`src/design/pidfd_pkg.sv`:
```
// shared types, constants and fixed-point helpers for the pid controller
package pidfd_pkg;

    // sequencer states
    typedef enum logic [2:0] {
        ST_IDLE,
        ST_SET,
        ST_MUL,
        ST_DIV,
        ST_FIN,
        ST_SUM,
        ST_DONE
    } state_t;

    // arithmetic step that the shared serial unit is working on
    typedef enum logic [2:0] {
        OP_P,
        OP_SLOPE,
        OP_FILT,
        OP_D,
        OP_PD,
        OP_I1,
        OP_I2,
        OP_INC
    } op_t;

    // configuration register indexes
    localparam logic [2:0] CFG_PROP_GAIN      = 3'd0;
    localparam logic [2:0] CFG_INTEGRAL_GAIN  = 3'd1;
    localparam logic [2:0] CFG_DERIV_GAIN     = 3'd2;
    localparam logic [2:0] CFG_FILTER_TIME_MS = 3'd3;
    localparam logic [2:0] CFG_INTEGRAL_LIMIT = 3'd4;
    localparam logic [2:0] CFG_OUTPUT_LIMIT   = 3'd5;
    localparam logic [2:0] CFG_YAW_MODE       = 3'd6;
    localparam logic [2:0] CFG_DRIVE_ENABLE   = 3'd7;

    // integration band limits in Q16.16
    localparam logic [31:0] YAW_BAND_HIGH = 32'd983040;
    localparam logic [31:0] YAW_BAND_LOW  = 32'd19660;
    localparam logic [31:0] STD_BAND_HIGH = 32'd655360;
    localparam logic [31:0] STD_BAND_LOW  = 32'd6553;

    // longest time gap in ms before the controller restarts
    localparam logic [31:0] GAP_MS = 32'd1000;
    // ms per second, used for the slope and the integrator step
    localparam logic [31:0] MS_PER_S = 32'd1000;

    // serial unit cycle counts
    localparam logic [5:0] MUL_LAST = 6'd31;
    localparam logic [5:0] DIV_LAST = 6'd63;

    // magnitude of a signed 32 bit value
    function automatic logic [31:0] abs32(input logic signed [31:0] x);
        return x[31] ? (~x + 32'd1) : x;
    endfunction

    // saturate a 35 bit signed value to 32 bits
    function automatic logic signed [31:0] sat35(input logic signed [34:0] x);
        if (x > 35'sd2147483647)
            return 32'sh7FFFFFFF;
        else if (x < -35'sd2147483648)
            return 32'sh80000000;
        else
            return x[31:0];
    endfunction

    // signed product from magnitude and sign, floor shift by 16, saturate
    function automatic logic signed [31:0] mulq_fin(input logic [63:0] mag,
                                                    input logic neg);
        logic signed [64:0] v;
        logic signed [48:0] s;
        v = neg ? -$signed({1'b0, mag}) : $signed({1'b0, mag});
        s = v[64:16];
        if (s > 49'sd2147483647)
            return 32'sh7FFFFFFF;
        else if (s < -49'sd2147483648)
            return 32'sh80000000;
        else
            return s[31:0];
    endfunction

    // signed quotient from magnitude and sign, saturated to 32 bits
    function automatic logic signed [31:0] satq32(input logic [63:0] q,
                                                  input logic neg);
        if (!neg)
            return (q > 64'h7FFF_FFFF) ? 32'sh7FFFFFFF : q[31:0];
        else
            return (q > 64'h8000_0000) ? 32'sh80000000 : (~q[31:0] + 32'd1);
    endfunction

    // signed quotient from magnitude and sign, for quotients below 2^33
    function automatic logic signed [34:0] sq35(input logic [63:0] q,
                                                input logic neg);
        return neg ? -$signed({2'b00, q[32:0]}) : $signed({2'b00, q[32:0]});
    endfunction

    // clamp a 35 bit signed value to +-lim
    function automatic logic signed [31:0] clamp35(input logic signed [34:0] x,
                                                   input logic [30:0] lim);
        logic signed [34:0] l;
        logic signed [34:0] nl;
        l  = $signed({4'b0000, lim});
        nl = -l;
        if (x > l)
            return l[31:0];
        else if (x < nl)
            return nl[31:0];
        else
            return x[31:0];
    endfunction

endpackage

```
`src/design/pid_controller_filtered_derivative_top.sv`:
```
// pid controller with filtered derivative and integral band, bit-serial datapath
// a result beat follows the p step, the optional derivative steps, the pd step and,
//   when integration is active, the integrator steps
// one item at a time: in_stall stays high from an accepted beat until its result beat
//   is issued; the shared bit-serial unit runs every multiply and divide step
// reset: asynchronous active low, clears configuration, controller state and handshakes
module pid_controller_filtered_derivative_top
    import pidfd_pkg::*;
(
    input  logic               clk,
    input  logic               rst_n,
    input  logic               cfg_wr_en,
    input  logic [2:0]         cfg_index,
    input  logic [31:0]        cfg_data,
    input  logic               in_valid,
    output logic               in_stall,
    input  logic signed [31:0] err_sample,
    input  logic signed [31:0] term_scale,
    input  logic [31:0]        now_ms,
    output logic               out_valid,
    input  logic               out_stall,
    output logic signed [31:0] drive,
    output logic signed [31:0] integ_value
);

    // configuration
    logic signed [31:0] prop_gain_reg;
    logic signed [31:0] integral_gain_reg;
    logic signed [31:0] deriv_gain_reg;
    logic [30:0]        filter_time_ms_reg;
    logic [30:0]        integral_limit_reg;
    logic [30:0]        output_limit_reg;
    logic               yaw_mode_reg;
    logic               drive_enable_reg;

    // control
    state_t     state_reg, state_next;
    op_t        op_reg, op_next;
    logic [5:0] cnt_reg, cnt_next;
    logic       out_valid_reg, out_valid_next;

    // controller state
    logic [31:0]        prev_time_reg, prev_time_next;
    logic signed [31:0] integ_acc_reg, integ_acc_next;
    logic signed [31:0] prev_err_reg, prev_err_next;
    logic signed [31:0] filt_deriv_reg, filt_deriv_next;
    logic               deriv_valid_reg, deriv_valid_next;

    // per-item working values
    logic signed [31:0] err_reg, err_next;
    logic signed [31:0] scale_reg, scale_next;
    logic [9:0]         dt_reg, dt_next;
    logic               do_d_reg, do_d_next;
    logic               do_i_reg, do_i_next;
    logic signed [31:0] p_reg, p_next;
    logic signed [31:0] d_reg, d_next;
    logic signed [31:0] pd_reg, pd_next;
    logic signed [31:0] acc_reg, acc_next;
    logic signed [31:0] t_reg, t_next;
    logic signed [31:0] slope_reg, slope_next;

    // shared serial multiply / divide unit
    logic [31:0] mul_a_reg, mul_a_next;
    logic        neg_reg, neg_next;
    logic [31:0] den_reg, den_next;
    logic [63:0] prod_reg, prod_next;
    logic [31:0] rem_reg, rem_next;

    // result beat
    logic signed [31:0] drive_reg, drive_next;
    logic signed [31:0] integ_value_reg, integ_value_next;

    // input beat decode
    logic        in_fire;
    logic [31:0] dt_raw;
    logic        restart;
    logic        dt_nz;
    logic [31:0] err_mag;
    logic        in_band;
    logic        out_free;

    assign in_stall  = (state_reg != ST_IDLE);
    assign in_fire   = in_valid && !in_stall;
    assign out_valid = out_valid_reg;
    assign drive       = drive_reg;
    assign integ_value = integ_value_reg;
    assign out_free  = !out_valid_reg || !out_stall;

    // time step, restart detection and integration band
    always_comb
    begin
        dt_raw  = now_ms - prev_time_reg;
        restart = (prev_time_reg == 32'd0) || (dt_raw > GAP_MS);
        dt_nz   = !restart && (dt_raw != 32'd0);
        err_mag = abs32(err_sample);
        if (yaw_mode_reg)
            in_band = (err_mag < YAW_BAND_HIGH) && (err_mag > YAW_BAND_LOW);
        else
            in_band = (err_mag < STD_BAND_HIGH) && (err_mag > STD_BAND_LOW);
    end

    // next state
    always_comb
    begin
        state_next = state_reg;
        unique case (state_reg)
            ST_IDLE:
            begin
                if (in_fire)
                    state_next = ST_SET;
            end
            ST_SET:
                state_next = ST_MUL;
            ST_MUL:
            begin
                if (cnt_reg == MUL_LAST)
                begin
                    if (op_reg inside {OP_SLOPE, OP_FILT, OP_INC})
                        state_next = ST_DIV;
                    else
                        state_next = ST_FIN;
                end
            end
            ST_DIV:
            begin
                if (cnt_reg == DIV_LAST)
                    state_next = ST_FIN;
            end
            ST_FIN:
            begin
                unique case (op_reg)
                    OP_P:     state_next = do_d_reg ? ST_SET : ST_SUM;
                    OP_D:     state_next = ST_SUM;
                    OP_PD:    state_next = do_i_reg ? ST_SET : ST_DONE;
                    OP_INC:   state_next = ST_DONE;
                    default:  state_next = ST_SET;
                endcase
            end
            ST_SUM:
                state_next = ST_SET;
            ST_DONE:
            begin
                if (out_free)
                    state_next = ST_IDLE;
            end
            default:
                state_next = ST_IDLE;
        endcase
    end

    // datapath and outputs
    always_comb
    begin
        logic [31:0]        opa;
        logic [31:0]        opb;
        logic signed [32:0] diff;
        logic [32:0]        sum33;
        logic [32:0]        trial_in;
        logic [33:0]        trial;
        logic signed [34:0] wide;

        op_next          = op_reg;
        cnt_next         = cnt_reg;
        out_valid_next   = out_valid_reg;
        prev_time_next   = prev_time_reg;
        integ_acc_next   = integ_acc_reg;
        prev_err_next    = prev_err_reg;
        filt_deriv_next  = filt_deriv_reg;
        deriv_valid_next = deriv_valid_reg;
        err_next         = err_reg;
        scale_next       = scale_reg;
        dt_next          = dt_reg;
        do_d_next        = do_d_reg;
        do_i_next        = do_i_reg;
        p_next           = p_reg;
        d_next           = d_reg;
        pd_next          = pd_reg;
        acc_next         = acc_reg;
        t_next           = t_reg;
        slope_next       = slope_reg;
        mul_a_next       = mul_a_reg;
        neg_next         = neg_reg;
        den_next         = den_reg;
        prod_next        = prod_reg;
        rem_next         = rem_reg;
        drive_next       = drive_reg;
        integ_value_next = integ_value_reg;
        opa   = 32'd0;
        opb   = 32'd0;
        diff  = 33'sd0;
        sum33 = 33'd0;
        trial_in = 33'd0;
        trial = 34'd0;
        wide  = 35'sd0;

        // result beat taken downstream
        if (out_valid_reg && !out_stall)
            out_valid_next = 1'b0;

        unique case (state_reg)
            // take an input beat, apply restart rules
            ST_IDLE:
            begin
                if (in_fire)
                begin
                    err_next       = err_sample;
                    scale_next     = term_scale;
                    prev_time_next = now_ms;
                    dt_next        = restart ? 10'd0 : dt_raw[9:0];
                    do_d_next      = (deriv_gain_reg != 32'sd0) && dt_nz;
                    do_i_next      = in_band && (integral_gain_reg != 32'sd0) && dt_nz;
                    d_next         = 32'sd0;
                    op_next        = OP_P;
                    if (restart)
                    begin
                        integ_acc_next   = 32'sd0;
                        deriv_valid_next = 1'b0;
                    end
                end
            end
            // load operand magnitudes and divisor for the current step
            ST_SET:
            begin
                unique case (op_reg)
                    OP_P:
                    begin
                        opa      = abs32(err_reg);
                        opb      = abs32(prop_gain_reg);
                        neg_next = err_reg[31] ^ prop_gain_reg[31];
                    end
                    OP_SLOPE:
                    begin
                        diff     = $signed({err_reg[31], err_reg})
                                 - $signed({prev_err_reg[31], prev_err_reg});
                        opa      = diff[32] ? (~diff[31:0] + 32'd1) : diff[31:0];
                        opb      = MS_PER_S;
                        neg_next = diff[32];
                        den_next = {22'd0, dt_reg};
                    end
                    OP_FILT:
                    begin
                        diff     = $signed({slope_reg[31], slope_reg})
                                 - $signed({filt_deriv_reg[31], filt_deriv_reg});
                        opa      = diff[32] ? (~diff[31:0] + 32'd1) : diff[31:0];
                        opb      = {6'd0, dt_reg, 16'd0};
                        neg_next = diff[32];
                        den_next = {1'b0, filter_time_ms_reg} + {6'd0, dt_reg, 16'd0};
                    end
                    OP_D:
                    begin
                        opa      = abs32(deriv_gain_reg);
                        opb      = abs32(filt_deriv_reg);
                        neg_next = deriv_gain_reg[31] ^ filt_deriv_reg[31];
                    end
                    OP_PD:
                    begin
                        opa      = abs32(pd_reg);
                        opb      = abs32(scale_reg);
                        neg_next = pd_reg[31] ^ scale_reg[31];
                    end
                    OP_I1:
                    begin
                        opa      = abs32(err_reg);
                        opb      = abs32(integral_gain_reg);
                        neg_next = err_reg[31] ^ integral_gain_reg[31];
                    end
                    OP_I2:
                    begin
                        opa      = abs32(t_reg);
                        opb      = abs32(scale_reg);
                        neg_next = t_reg[31] ^ scale_reg[31];
                    end
                    OP_INC:
                    begin
                        opa      = abs32(t_reg);
                        opb      = {22'd0, dt_reg};
                        neg_next = t_reg[31];
                        den_next = MS_PER_S;
                    end
                    default:
                    begin
                        opa = 32'd0;
                        opb = 32'd0;
                    end
                endcase
                mul_a_next = opa;
                prod_next  = {32'd0, opb};
                rem_next   = 32'd0;
                cnt_next   = 6'd0;
            end
            // shift-add multiply, one multiplier bit per cycle
            ST_MUL:
            begin
                sum33 = prod_reg[0] ? ({1'b0, prod_reg[63:32]} + {1'b0, mul_a_reg})
                                    : {1'b0, prod_reg[63:32]};
                prod_next = {sum33, prod_reg[31:1]};
                cnt_next  = (cnt_reg == MUL_LAST) ? 6'd0 : cnt_reg + 6'd1;
            end
            // restoring divide, one quotient bit per cycle
            ST_DIV:
            begin
                trial_in = {rem_reg, prod_reg[63]};
                trial    = {1'b0, trial_in} - {2'b00, den_reg};
                if (!trial[33])
                    rem_next = trial[31:0];
                else
                    rem_next = trial_in[31:0];
                prod_next = {prod_reg[62:0], !trial[33]};
                cnt_next  = cnt_reg + 6'd1;
            end
            // retire the step result
            ST_FIN:
            begin
                unique case (op_reg)
                    OP_P:
                    begin
                        p_next = mulq_fin(prod_reg, neg_reg);
                        if (do_d_reg)
                        begin
                            if (deriv_valid_reg)
                                op_next = OP_SLOPE;
                            else
                            begin
                                // unprimed filter starts from zero slope
                                slope_next       = 32'sd0;
                                filt_deriv_next  = 32'sd0;
                                deriv_valid_next = 1'b1;
                                op_next          = OP_FILT;
                            end
                        end
                        else
                            op_next = OP_PD;
                    end
                    OP_SLOPE:
                    begin
                        slope_next = satq32(prod_reg, neg_reg);
                        op_next    = OP_FILT;
                    end
                    OP_FILT:
                    begin
                        wide = $signed({{3{filt_deriv_reg[31]}}, filt_deriv_reg})
                             + sq35(prod_reg, neg_reg);
                        filt_deriv_next = sat35(wide);
                        prev_err_next   = err_reg;
                        op_next         = OP_D;
                    end
                    OP_D:
                    begin
                        d_next  = mulq_fin(prod_reg, neg_reg);
                        op_next = OP_PD;
                    end
                    OP_PD:
                    begin
                        acc_next = mulq_fin(prod_reg, neg_reg);
                        op_next  = OP_I1;
                    end
                    OP_I1:
                    begin
                        t_next  = mulq_fin(prod_reg, neg_reg);
                        op_next = OP_I2;
                    end
                    OP_I2:
                    begin
                        t_next  = mulq_fin(prod_reg, neg_reg);
                        op_next = OP_INC;
                    end
                    OP_INC:
                    begin
                        wide = $signed({{3{integ_acc_reg[31]}}, integ_acc_reg})
                             + sq35(prod_reg, neg_reg);
                        integ_acc_next = clamp35(wide, integral_limit_reg);
                    end
                    default:
                        op_next = OP_P;
                endcase
            end
            // p + d, saturated
            ST_SUM:
            begin
                wide    = $signed({{3{p_reg[31]}}, p_reg}) + $signed({{3{d_reg[31]}}, d_reg});
                pd_next = sat35(wide);
            end
            // final clamp and result beat
            ST_DONE:
            begin
                if (out_free)
                begin
                    if (do_i_reg)
                        wide = $signed({{3{acc_reg[31]}}, acc_reg})
                             + $signed({{3{integ_acc_reg[31]}}, integ_acc_reg});
                    else
                        wide = $signed({{3{acc_reg[31]}}, acc_reg});
                    drive_next       = drive_enable_reg ? clamp35(wide, output_limit_reg)
                                                        : 32'sd0;
                    integ_value_next = integ_acc_reg;
                    out_valid_next   = 1'b1;
                end
            end
            default:
            begin
                cnt_next = 6'd0;
            end
        endcase
    end

    // control, configuration and controller state
    always_ff @(posedge clk or negedge rst_n)
    begin
        if (!rst_n)
        begin
            state_reg          <= ST_IDLE;
            op_reg             <= OP_P;
            cnt_reg            <= 6'd0;
            out_valid_reg      <= 1'b0;
            prop_gain_reg      <= 32'sd0;
            integral_gain_reg  <= 32'sd0;
            deriv_gain_reg     <= 32'sd0;
            filter_time_ms_reg <= 31'd0;
            integral_limit_reg <= 31'd0;
            output_limit_reg   <= 31'd0;
            yaw_mode_reg       <= 1'b0;
            drive_enable_reg   <= 1'b0;
            prev_time_reg      <= 32'd0;
            integ_acc_reg      <= 32'sd0;
            prev_err_reg       <= 32'sd0;
            filt_deriv_reg     <= 32'sd0;
            deriv_valid_reg    <= 1'b0;
        end
        else
        begin
            state_reg       <= state_next;
            op_reg          <= op_next;
            cnt_reg         <= cnt_next;
            out_valid_reg   <= out_valid_next;
            prev_time_reg   <= prev_time_next;
            integ_acc_reg   <= integ_acc_next;
            prev_err_reg    <= prev_err_next;
            filt_deriv_reg  <= filt_deriv_next;
            deriv_valid_reg <= deriv_valid_next;
            if (cfg_wr_en)
            begin
                unique case (cfg_index)
                    CFG_PROP_GAIN:      prop_gain_reg      <= cfg_data;
                    CFG_INTEGRAL_GAIN:  integral_gain_reg  <= cfg_data;
                    CFG_DERIV_GAIN:     deriv_gain_reg     <= cfg_data;
                    CFG_FILTER_TIME_MS: filter_time_ms_reg <= cfg_data[30:0];
                    CFG_INTEGRAL_LIMIT: integral_limit_reg <= cfg_data[30:0];
                    CFG_OUTPUT_LIMIT:   output_limit_reg   <= cfg_data[30:0];
                    CFG_YAW_MODE:       yaw_mode_reg       <= cfg_data[0];
                    CFG_DRIVE_ENABLE:   drive_enable_reg   <= cfg_data[0];
                    default:            yaw_mode_reg       <= yaw_mode_reg;
                endcase
            end
        end
    end

    // working registers and result payload
    always_ff @(posedge clk)
    begin
        err_reg         <= err_next;
        scale_reg       <= scale_next;
        dt_reg          <= dt_next;
        do_d_reg        <= do_d_next;
        do_i_reg        <= do_i_next;
        p_reg           <= p_next;
        d_reg           <= d_next;
        pd_reg          <= pd_next;
        acc_reg         <= acc_next;
        t_reg           <= t_next;
        slope_reg       <= slope_next;
        mul_a_reg       <= mul_a_next;
        neg_reg         <= neg_next;
        den_reg         <= den_next;
        prod_reg        <= prod_next;
        rem_reg         <= rem_next;
        drive_reg       <= drive_next;
        integ_value_reg <= integ_value_next;
    end

    // multiply step counter stays below 32
    assert property (@(posedge clk) disable iff (!rst_n)
        state_reg == ST_MUL |-> !cnt_reg[5])
        else $error("multiply step count overran");

    // a result beat only appears from the final step
    assert property (@(posedge clk) disable iff (!rst_n)
        $rose(out_valid_reg) |-> $past(state_reg == ST_DONE))
        else $error("result beat raised outside final step");

    // derivative and integrator steps never run with a zero time step
    assert property (@(posedge clk) disable iff (!rst_n)
        (state_reg == ST_SET && (op_reg == OP_FILT || op_reg == OP_INC)) |-> dt_reg != 10'd0)
        else $error("divide step entered with zero dt");

    // integrator stays inside its clamp after an update
    assert property (@(posedge clk) disable iff (!rst_n)
        (state_reg == ST_FIN && op_reg == OP_INC) |=>
            (integ_acc_reg <= $signed({1'b0, integral_limit_reg})
             && integ_acc_reg >= -$signed({1'b0, integral_limit_reg})))
        else $error("integrator outside its clamp");

endmodule

```
`config.mk`:
```
export PLATFORM = sky130hd
export DESIGN_NAME = pid_controller_filtered_derivative_top
export DESIGN_NICKNAME = d
export VERILOG_FILES = /design/src/design/pidfd_pkg.sv /design/src/design/pid_controller_filtered_derivative_top.sv
export SDC_FILE = /design/constraint.sdc
export NUM_CORES = 2
export LEC_CHECK = 0
export BUFFER_PORTS_ARGS = -buffer_cell sky130_fd_sc_hd__buf_2
export CAP_MARGIN = 10
export CORE_MARGIN = 4
export CORE_UTILIZATION = 27
export DETAILED_ROUTE_END_ITERATION = 10
export GPL_TIMING_DRIVEN = 0
export PLACE_DENSITY = 0.47
export REMOVE_ABC_BUFFERS = 1
export SYNTH_ARGS = -nofsm -noshare
export SYNTH_HDL_FRONTEND = slang
export SYNTH_SLANG_ARGS = --single-unit
```
`constraint.sdc`:
```
create_clock -name clk -period 8.9 [get_ports clk]
set_input_delay 0.89 -clock clk [delete_from_list [all_inputs] [get_ports clk]]
set_output_delay 0.89 -clock clk [all_outputs]
set_load 0.01 [all_outputs]
```
==> summary by stage <==
Status
The flow ran to the end, and the final reports show no timing, DRC or antenna violations.

Route
The detailed router finished its first iteration with 4848 violations. After detailed routing, the number of vias per cell comes to 5.41. The first detailed-routing pass ran for 7 iterations. In the routed design, unresolved DRC markers number 0. After detailed routing, the average wire length per cell comes to 24.3 µm. For this block, the routed nets add up to 245000 µm of wire. The final route contains 54700 vias.

The final antenna-violating net count is 0.

Synthesis
The synthesized netlist devotes 14.9% of its cell area to simple gates. In the synthesized netlist, mux cells make up 4.60% of the area. The fraction of the mapped netlist area in compound gates is 21.3%. The most used flip-flop cell after synthesis is edfxtp_1. The number of distinct library cells after synthesis is 104. During synthesis, Yosys emitted a total of 0 warnings. The sequential cell area fraction in the yosys report is 36.9%.

The biggest area contributor in the post-synthesis netlist is edfxtp_1. Counting instances in the post-synthesis netlist gives the leading cell types as o21ai_0, nand2_1, edfxtp_1, a21oi_1, ha_1. The area share of the largest cell type after synthesis is 23.6%. By area the synthesized netlist is led by edfxtp_1, dfrtp_1, ha_1, xnor2_1, o21ai_0. The synthesized design contains 826 register bits. Yosys mapped a number of flops with a built-in enable equal to 493.

In this run the cell area of the synthesized design comes to 62700 µm². The library cell with the highest instance count after synthesis is o21ai_0. After synthesis, the largest family of logic cells by area is compound AO/OA/AOI/OAI gates. The synthesized area divided by synthesized cell count is 9.14 µm².

After technology mapping, the gate count stands at 6859. The synthesized netlist devotes 8.93% of its cell area to XOR and XNOR gates. In the synthesized netlist the async set-or-reset flop fraction comes to 40.3%. The synthesized netlist devotes 9.29% of its cell area to adder and majority cells.

Power and ir drop
The leakage dissipation is 28.4 nW. In this run the power spent charging and discharging nets is 2.97 mW. Combinational logic burns 13.9% of the power.

Of the total power, the share spent switching nets is 28.0%. Across the VDD grid, the largest voltage drop is 0.000161 V. The part of the power in registers is 42.6%. The power density over the cells is 147 nW/µm². The clock power share is 43.6%.

The cell internal power dissipation is 7.61 mW.

Clock tree
The clock-pin transition on the worst setup and hold timing paths is 0.06 ns. The CTS tree is done. The maximum clock insertion buffer count is 3. The cts-stage hold buffer count is 0. The number of sinks handled by clock tree synthesis is 826. In this run the clock root is driven by a clkbuf_16.

The insertion delay of the later-clocked pin in the worst-skew pair is 0.78 ns. TritonCTS created 103 clock buffers. The H-tree was split into 3 levels.

Critical path
STA classifies the critical path startpoint as a register. The slowest cell on the critical path is or4_1. At the worst endpoint, the required time is 9.51 ns.

On the worst path, the slowest cell contributes a delay of 0.60 ns. The critical path capture point type is a register. The register-to-register setup slack is 0.30 ns.

The arrival time at the worst endpoint is 9.21 ns. Of all nets on the critical path, the largest fanout is 7. The cell repeated most along the worst path is nand2_1.

The critical path class is reg2reg.

STA
The accumulated negative setup slack is 0 ns. The number of hold violations in the final report came to 0. Setup violations remaining at the end of the flow were counted as 0. Dividing the final minimum period by the clock period gives 96.6%. Headroom to the max-slew limit came out at 11.8%.

The smallest clock period supported by the final layout is computed as 8.60 ns. The fmax is 116 MHz. At the pin with the least slew margin, the transition time is 1.32 ns. Across the routed clock network, the largest skew measured is 0.0391 ns. The final number of max-transition violations is 0.

Finish
The core utilization of the finished layout is 31.2%. The count of nets after finishing is 7558. The register with the most flip-flops in the layout has 64 of them. Relative to the synthesized area, the layout overhead comes to 14.9%. Cells with a size suffix above 1 make up 11.5% of the layout.

Floorplan
The effective utilization at floorplan is 27.2%. The die extent in x is 490 µm. The floorplan has 176 rows. After floorplanning, the core was sized to cover 231000 µm².

The area of the die is 240000 µm². From bottom edge to top edge, the die measures 490 µm. The count of pins on the block boundary is 202.

Global routing
The first-pass GRT wire length is 354000 µm. The largest net degree at the start of global routing is 107. The via count of the first global-routing pass was 52800. The total congestion overflow after global routing is 0. Global routing used 19.8% of the available tracks. The number of antenna violations at the first check in global routing is 38.

Placement
The count of buffers added on input and output ports is 201. Routability-driven placement finished with a final weighted congestion of 0.935. The total half-perimeter wirelength after legalization and detailed placement is 187000 µm.

Job
The max-cap violation count is 0.

Worst hold path
The worst hold path belongs to the class in2async.
==> per-layer routing <==
layer,wire length (µm),vias to the layer above,GRT usage (%)
met5,66,-,0
met1,101000,26700,24.8
met4,14700,10,11.5
met2,112000,1843,31.9
li1,-,25600,-
met3,17500,475,3.69
==> power by group through the flow <==
stage                     clock, mW  sequential, mW  combinational [mW]
final                          4.61            4.50                1.47
after global placement            0            4.58                1.39
after global routing           4.86            4.53                1.62
after floorplan                   0            4.50               0.958
after detailed placement          0            4.59                1.42
after CTS                      4.71            4.51                1.43
==> worst max-delay path, delay by kind of cell, from the launching register on <==
family | cells | cell delay [ns]
XOR/XNOR | 2 | 0.54
flip-flops | 1 | 0.47
AO/OA/AOI/OAI | 13 | 3.32
adder cells (fa/ha/maj) | 2 | 0.71
buffers and inverters | 1 | 0.16
AND/OR/NAND/NOR | 11 | 2.95
multiplexers | 1 | 0.32
==> layout by cell type (no fill, tap or decap), types with 34 or more instances in the layout <==
| cell type | synthesis | routed |
|---|---|---|
| a22oi_1 | 34 | 34 |
| nand3_1 | 114 | 114 |
| o22ai_1 | 79 | 78 |
| o21a_1 | 81 | 81 |
| inv_1 | 382 | 380 |
| a21oi_1 | 492 | 488 |
| nand2b_1 | 83 | 82 |
| nor2_1 | 418 | 406 |
| a21o_1 | 161 | 161 |
| mux2i_1 | 74 | 74 |
| nor4_1 | 52 | 51 |
| ha_1 | 446 | 446 |
| nor3_1 | 132 | 125 |
| nand4_1 | 57 | 57 |
| a31oi_1 | 51 | 49 |
| or3_1 | 94 | 93 |
| o21ai_0 | 619 | 616 |
| xnor2_1 | 358 | 355 |
| a211oi_1 | 73 | 70 |
| and3_1 | 39 | 37 |
| o41ai_1 | 42 | 42 |
| o211ai_1 | 70 | 70 |
| mux2_2 | 189 | 189 |
| and2_1 | 48 | 48 |
| o31ai_1 | 118 | 116 |
| clkbuf_16 | 0 | 103 |
| or4_1 | 60 | 60 |
| dfrtp_1 | 333 | 331 |
| buf_2 | 7 | 201 |
| nor2b_1 | 62 | 61 |
| edfxtp_1 | 493 | 493 |
| o21bai_1 | 41 | 41 |
| nand2_1 | 593 | 591 |
| or2_2 | 43 | 43 |
| xor2_1 | 281 | 275 |
==> per-stage QoR <==
step	hold slack, ns	total power [mW]	instance area, µm²	std cells	setup WS, ns
floorplan	0.456	5.46	61500	6568	0.987
global placement	0.481	5.97	66300	9795	-3.43
detailed placement	0.484	6.01	67900	9865	-1.52
CTS	0.0323	10.7	71700	10100	0.140
global route	0.0675	11.0	72000	10100	-0.00981
finish	0.0563	10.6	72000	10100	0.300
==> area by class of cell <==
type,instances,area [µm²]
Timing Repair inverter,1,5.00
Clock buffer,133,2820
Sequential cell,826,23100
Antenna cell,29,72.6
Fill cell,23900,159000
Multi-Input combinational cell,5364,37400
Inverter,383,1450
Tap cell,3026,3790
Clock inverter,62,856
Timing Repair Buffer,287,2530
==> worst paths after layout <==
check	startpoint	end	depth (start not counted)
worst max-delay path	prod_reg[10]	integ_acc_reg[25]	30
worst min-delay path	rst_n	prev_time_reg[23]	1
worst max register to register	prod_reg[10]	integ_acc_reg[25]	30
worst min register to register	prev_err_reg[0]	prev_err_reg[0]	2
max in group asynchronous	rst_n	output_limit_reg[27]	3
min in group clk	term_scale[19]	scale_reg[19]	1
==> timing repair <==
action,CTS,global route
pin swaps,2,3
gates cloned,5,1
setup endpoints to repair,32,32
hold endpoints to repair,0,0
buffers inserted,4,5
resized for setup,11,15
==> kinds of logic (layout without fill, tap and decap cells) <==
logic type	after synthesis	in the layout
AOI/OAI and AO/OA	2113	2118
and+or+nand+nor	1883	1883
DFF	826	826
buffers and inverters	674	866
xor gates and xnor gates	639	639
adders and majority gates	460	460
muxes	264	264
other	0	29
Power figures use the tool's default switching activity.
